File: src/rtl/core/assert_macros.svh
// Assertion macros used by the top-level RTL file.
`ifndef ASSERT_MACROS_SVH
`define ASSERT_MACROS_SVH

// Same-cycle implication, disabled during reset.
`define CDB_ASSERT_IMP(lbl, clk, rst_n, ante, cons, msg) \
    lbl: assert property (@(posedge clk) disable iff (!rst_n) (ante) |-> (cons)) \
        else $error(msg);

// Next-cycle implication, disabled during reset.
`define CDB_ASSERT_NXT(lbl, clk, rst_n, ante, cons, msg) \
    lbl: assert property (@(posedge clk) disable iff (!rst_n) (ante) |=> (cons)) \
        else $error(msg);

`endif

File: src/rtl/core/cdb_pkg.sv
// Types, constants and codes for the canopy displacement bisection unit.
package cdb_pkg;

    localparam int FRAC_BITS_DEF = 16;

    localparam logic [7:0]  LIMIT_RESET = 8'd200;
    localparam logic [31:0] LN2_Q30     = 32'd744261118;
    localparam logic [31:0] DEN_PCT     = 32'd100;
    localparam logic [31:0] DEN_TENTH   = 32'd10;
    localparam logic [6:0]  MUL_99      = 7'd99;
    localparam logic [2:0]  MUL_7       = 3'd7;

    // Configuration register indexes
    localparam logic [1:0] CFG_VON_KARMAN = 2'd0;
    localparam logic [1:0] CFG_STABILITY  = 2'd1;
    localparam logic [1:0] CFG_ITER_LIMIT = 2'd2;

    // Solve status codes
    localparam logic [1:0] ST_DRAG    = 2'd0;
    localparam logic [1:0] ST_DEFAULT = 2'd1;
    localparam logic [1:0] ST_SLOPE   = 2'd2;
    localparam logic [1:0] ST_CLAMP   = 2'd3;

    typedef struct packed {
        logic [31:0] friction_velocity;
        logic [31:0] roughness_length;
        logic [31:0] stand_height;
        logic [23:0] attenuation;
    } t_item;

    typedef struct packed {
        logic [31:0] displacement;
        logic [1:0]  solve_status;
        logic [7:0]  iterations_used;
    } t_result;

endpackage

File: src/rtl/core/cdb_div.sv
// Restoring divider, one quotient bit per cycle, 32-bit divisor.
module cdb_div #(
    parameter int FRAC_BITS = cdb_pkg::FRAC_BITS_DEF
) (
    input  logic                    i_clk,
    input  logic                    i_rst_n,
    input  logic                    i_start,
    input  logic [32+FRAC_BITS-1:0] i_num,
    input  logic [31:0]             i_den,
    output logic                    o_done,
    output logic [32+FRAC_BITS-1:0] o_quot
);

    localparam int NW = 32 + FRAC_BITS;
    localparam int CW = $clog2(NW + 1);

    logic [NW-1:0] r_num;
    logic [31:0]   r_rem;
    logic [31:0]   r_den;
    logic [CW-1:0] r_cnt;
    logic          r_busy;
    logic          r_done;

    logic [32:0]   c_trial;
    logic          c_ge;
    logic [32:0]   c_diff;

    always_comb begin
        c_trial = {r_rem, r_num[NW-1]};
        c_ge    = (c_trial >= {1'b0, r_den});
        c_diff  = c_trial - {1'b0, r_den};
    end

    always_ff @(posedge i_clk) begin
        if (!i_rst_n) begin
            r_busy <= 1'b0;
            r_done <= 1'b0;
            r_cnt  <= '0;
        end else begin
            r_done <= 1'b0;
            if (i_start) begin
                r_num  <= i_num;
                r_den  <= i_den;
                r_rem  <= '0;
                r_cnt  <= CW'(NW);
                r_busy <= 1'b1;
            end else if (r_busy) begin
                r_rem <= c_ge ? c_diff[31:0] : c_trial[31:0];
                r_num <= {r_num[NW-2:0], c_ge};
                r_cnt <= r_cnt - 1'b1;
                if (r_cnt == CW'(1)) begin
                    r_busy <= 1'b0;
                    r_done <= 1'b1;
                end
            end
        end
    end

    assign o_done = r_done;
    assign o_quot = r_num;

endmodule

File: config.mk
export PLATFORM = sky130hd
export DESIGN_NAME = cdb_div
export DESIGN_NICKNAME = d
export VERILOG_FILES = /design/src/rtl/core/assert_macros.svh /design/src/rtl/core/cdb_pkg.sv /design/src/rtl/core/cdb_div.sv
export SDC_FILE = /design/constraint.sdc
export NUM_CORES = 1
export LEC_CHECK = 0
export BUFFER_PORTS_ARGS = -buffer_cell sky130_fd_sc_hd__buf_2
export CORE_UTILIZATION = 60
export DETAILED_ROUTE_END_ITERATION = 8
export GPL_TIMING_DRIVEN = 1
export PLACE_DENSITY = 0.9
export SLEW_MARGIN = 0
export SYNTH_ARGS = -nofsm -noshare
export SYNTH_HDL_FRONTEND = slang
export SYNTH_SLANG_ARGS = --single-unit
File: constraint.sdc
create_clock -name i_clk -period 5.25 [get_ports i_clk]
set_clock_uncertainty 0.1 [all_clocks]
set_input_delay 0.525 -clock i_clk [delete_from_list [all_inputs] [get_ports i_clk]]
set_output_delay 0.525 -clock i_clk [all_outputs]
set_load 0.01 [all_outputs]
==> reports/results.txt <==
CTS buffer count: 17
Worst hold path class: input port to register
Largest net degree at the start of global routing: 84
Final setup violation count: 0
DR DRC count: 0
CTS resizes: 0
Most frequent CP cell: a21o_1
Unrepaired setup endpoints after global routing: false
Final period util: 69.61%
I/O Buffers: 131
Final total power: 3.021 mW
Post-Syn Area per Cell: 11.87 µm²
Number of global-route vias before repair: 5330
IO Pins: 132
Crit path DAT: 3.81 ns
Via/cell ratio: 5.999
Post-Syn Area: 0.006681 mm²
ANT cells: 0
Yosys warnings: 0
Kind of start point of the critical path: register
DRT Pass-1 Iters: 5
Outcome: completed
Initial core utilization: 61.63%
Share of cells above drive strength 1: 31.02%
Final wirelength: 16640 µm
Syn nets: 681
Hold Slack: 0.05822 ns
Wire length of the first global-routing pass: 26160 µm
Synth Instances: 563
Chip width: 107.5 µm
Nature of the critical path endpoint: register
WS Path Type: register to register
CP cell instances: ha_1 > a21o_1 > a21o_1 > o21ai_1 > nand3_1 > o21ai_2 > o31a_1 > o221a_4 > mux2i_1 > nor2_1
Async SR Flop Fraction: 0%
Final worst slack: 1.595 ns
Buffers and inverters on the worst path: 0
Max Fclk: 273.6 MHz
Seq cells post-synth: 120
Detail Route Antenna Nets: 0
Most frequent cells in the layout: 131 x buf_2, 112 x edfxtp_1, 51 x nor2_1
HPWL Detailed: 10550 µm
Fin util: 73.88%
# H-tree levels: 4
Cts hold-fix bufs: 0
Worst vdd ir: 0.3933 mV
Placement Setup Slack: 1.712 ns
Slowest cell delay on critical path: 0.69 ns
Final Hold Fails: 0
CTS tree: yes
Detailed-route wire length per cell: 19.67 µm
Worst R2R Path Depth: 10
GRT Residual Overflow: 0
Min-Delay Path Depth: 1
Max-Slew Margin vs Limit: 23.13%
LEAKAGE: 3.374 nW
Most common cell after layout, fill and taps aside: buf_2
Clk_lat worst skew: 0.54 ns
Setup bufs post-CTS: 0
Final Max Slew Viols: 0
Fin Setup TNS: 0 ns
Die area: 0.01156 mm²
Fin nets: 811
WP depth: 10
Synth-to-Final Area Change: 19.87%
Routed vias: 5075
Core footprint: 0.01084 mm²
GRT Overall Usage: 30.44%
Sequential cell area fraction in the yosys report: 52.73%
Die Y: 107.5 µm
Clock root buffer: clkbuf_8
Min Tclk post-route: 3.655 ns
Max-cap violations: 0
Final GP Congestion: 0.9020
Predominant post-synthesis flop cell: edfxtp_1
Power density cells: 377.2 mW/mm²
Initial antenna violation count: 0
TritonCTS Sinks: 120
Tightest Pin Transition: 1.153 ns
Yosys cell types: 59
EDFF count, synth: 112
Initial DRC Count: 287
Crit path max fanout: 40
Clock Path Buffers: 2
Kind of cell adding the most delay to the critical path: compound AO/OA/AOI/OAI gates
Cell with the largest stage delay on the worst path: o221a_4
# rows: 38
Worst-path clk slew: 0.06 ns
Critical Path RT: 5.40 ns
## worst paths after layout
check                                            start                 endpoint  slack [ns]
worst max-delay path            r_rem[2]$_SDFFCE_PP0P_  r_rem[25]$_SDFFCE_PP0P_        1.60
worst min-delay path                         i_den[24]      r_den[24]$_DFFE_PP_        0.06
worst min register to register   r_cnt[1]$_SDFFE_PP0P_    r_cnt[1]$_SDFFE_PP0P_        0.43
worst max register to register  r_rem[2]$_SDFFCE_PP0P_  r_rem[25]$_SDFFCE_PP0P_        1.60
## power breakdown
| group | internal (mW) | total [mW] | switching [mW] |
|---|---|---|---|
| combinational | 0.290 | 0.673 | 0.383 |
| clock | 0.719 | 1.16 | 0.438 |
| sequential | 1.15 | 1.19 | 0.0422 |
## layout make-up
cell class | count | area, µm²
timing repair buffer | 133 | 670.6
clock inverter | 13 | 153.9
inverter | 45 | 168.9
sequential | 120 | 3523
fill | 697 | 2831
clock buffer | 19 | 421.7
multi-input combinational | 376 | 2895
tap | 140 | 175.2
## kinds of logic after synthesis
family | count (synthesis) | synth area share, %
multiplexers | 73 | 11.82
AO/OA/AOI/OAI | 113 | 11.80
flip-flops | 120 | 52.73
AND/OR/NAND/NOR | 123 | 8.746
adder cells (fa/ha/maj) | 35 | 6.667
buffers and inverters | 67 | 4.045
XOR/XNOR | 32 | 4.195
## registers in the layout, indices dropped and copies added, names as in the netlist
signal  count
o_done      1
r_den      32
r_rem      32
o_quot     48
r_busy      1
r_cnt       6
## synthesized netlist by cell type, drive strengths merged (2+ instances only)
master | instances | area, µm²
nor2b | 5 | 31.28
nand2 | 27 | 101.4
o21bai | 6 | 48.80
a21o | 17 | 127.6
nand3b | 4 | 30.03
inv | 45 | 168.9
o21a | 10 | 75.07
a31oi | 6 | 37.54
nand2b | 5 | 31.28
nor3 | 4 | 20.02
buf | 7 | 45.04
mux2i | 26 | 260.3
xor2 | 9 | 78.83
a211oi | 8 | 70.06
and3 | 2 | 12.51
clkbuf | 15 | 56.30
o21ai | 16 | 83.83
o211ai | 3 | 22.52
o31a | 3 | 26.28
nand3 | 6 | 30.03
nand4 | 9 | 56.30
o22ai | 2 | 12.51
edfxtp | 112 | 3363
nor2 | 51 | 191.4
o31ai | 2 | 25.02
xnor2 | 23 | 201.4
mux2 | 47 | 529.3
dfxtp | 8 | 160.2
a21oi | 29 | 148.9
nor4b | 2 | 17.52
ha | 34 | 425.4
## per-stage QoR
step / instances / instance area, µm²
floorplan: 563 / 6681
global placement: 814 / 7433
detailed placement: 814 / 7433
CTS: 846 / 8009
global route: 846 / 8009
finish: 846 / 8009
## metal layers
metal | routed length (µm) | share of wire (%) | track usage (%) | vias to the layer above
met3 | 1183 | 7.1 | 8.959 | 56
li1 | - | - | - | 2337
met1 | 6378 | 38 | 33.21 | 2443
met4 | 639 | 3.8 | 16.54 | 0
met2 | 8440 | 51 | 52.98 | 239
met5 | 0 | 0 | 0 | -
(Power assumes the default switching activity.)
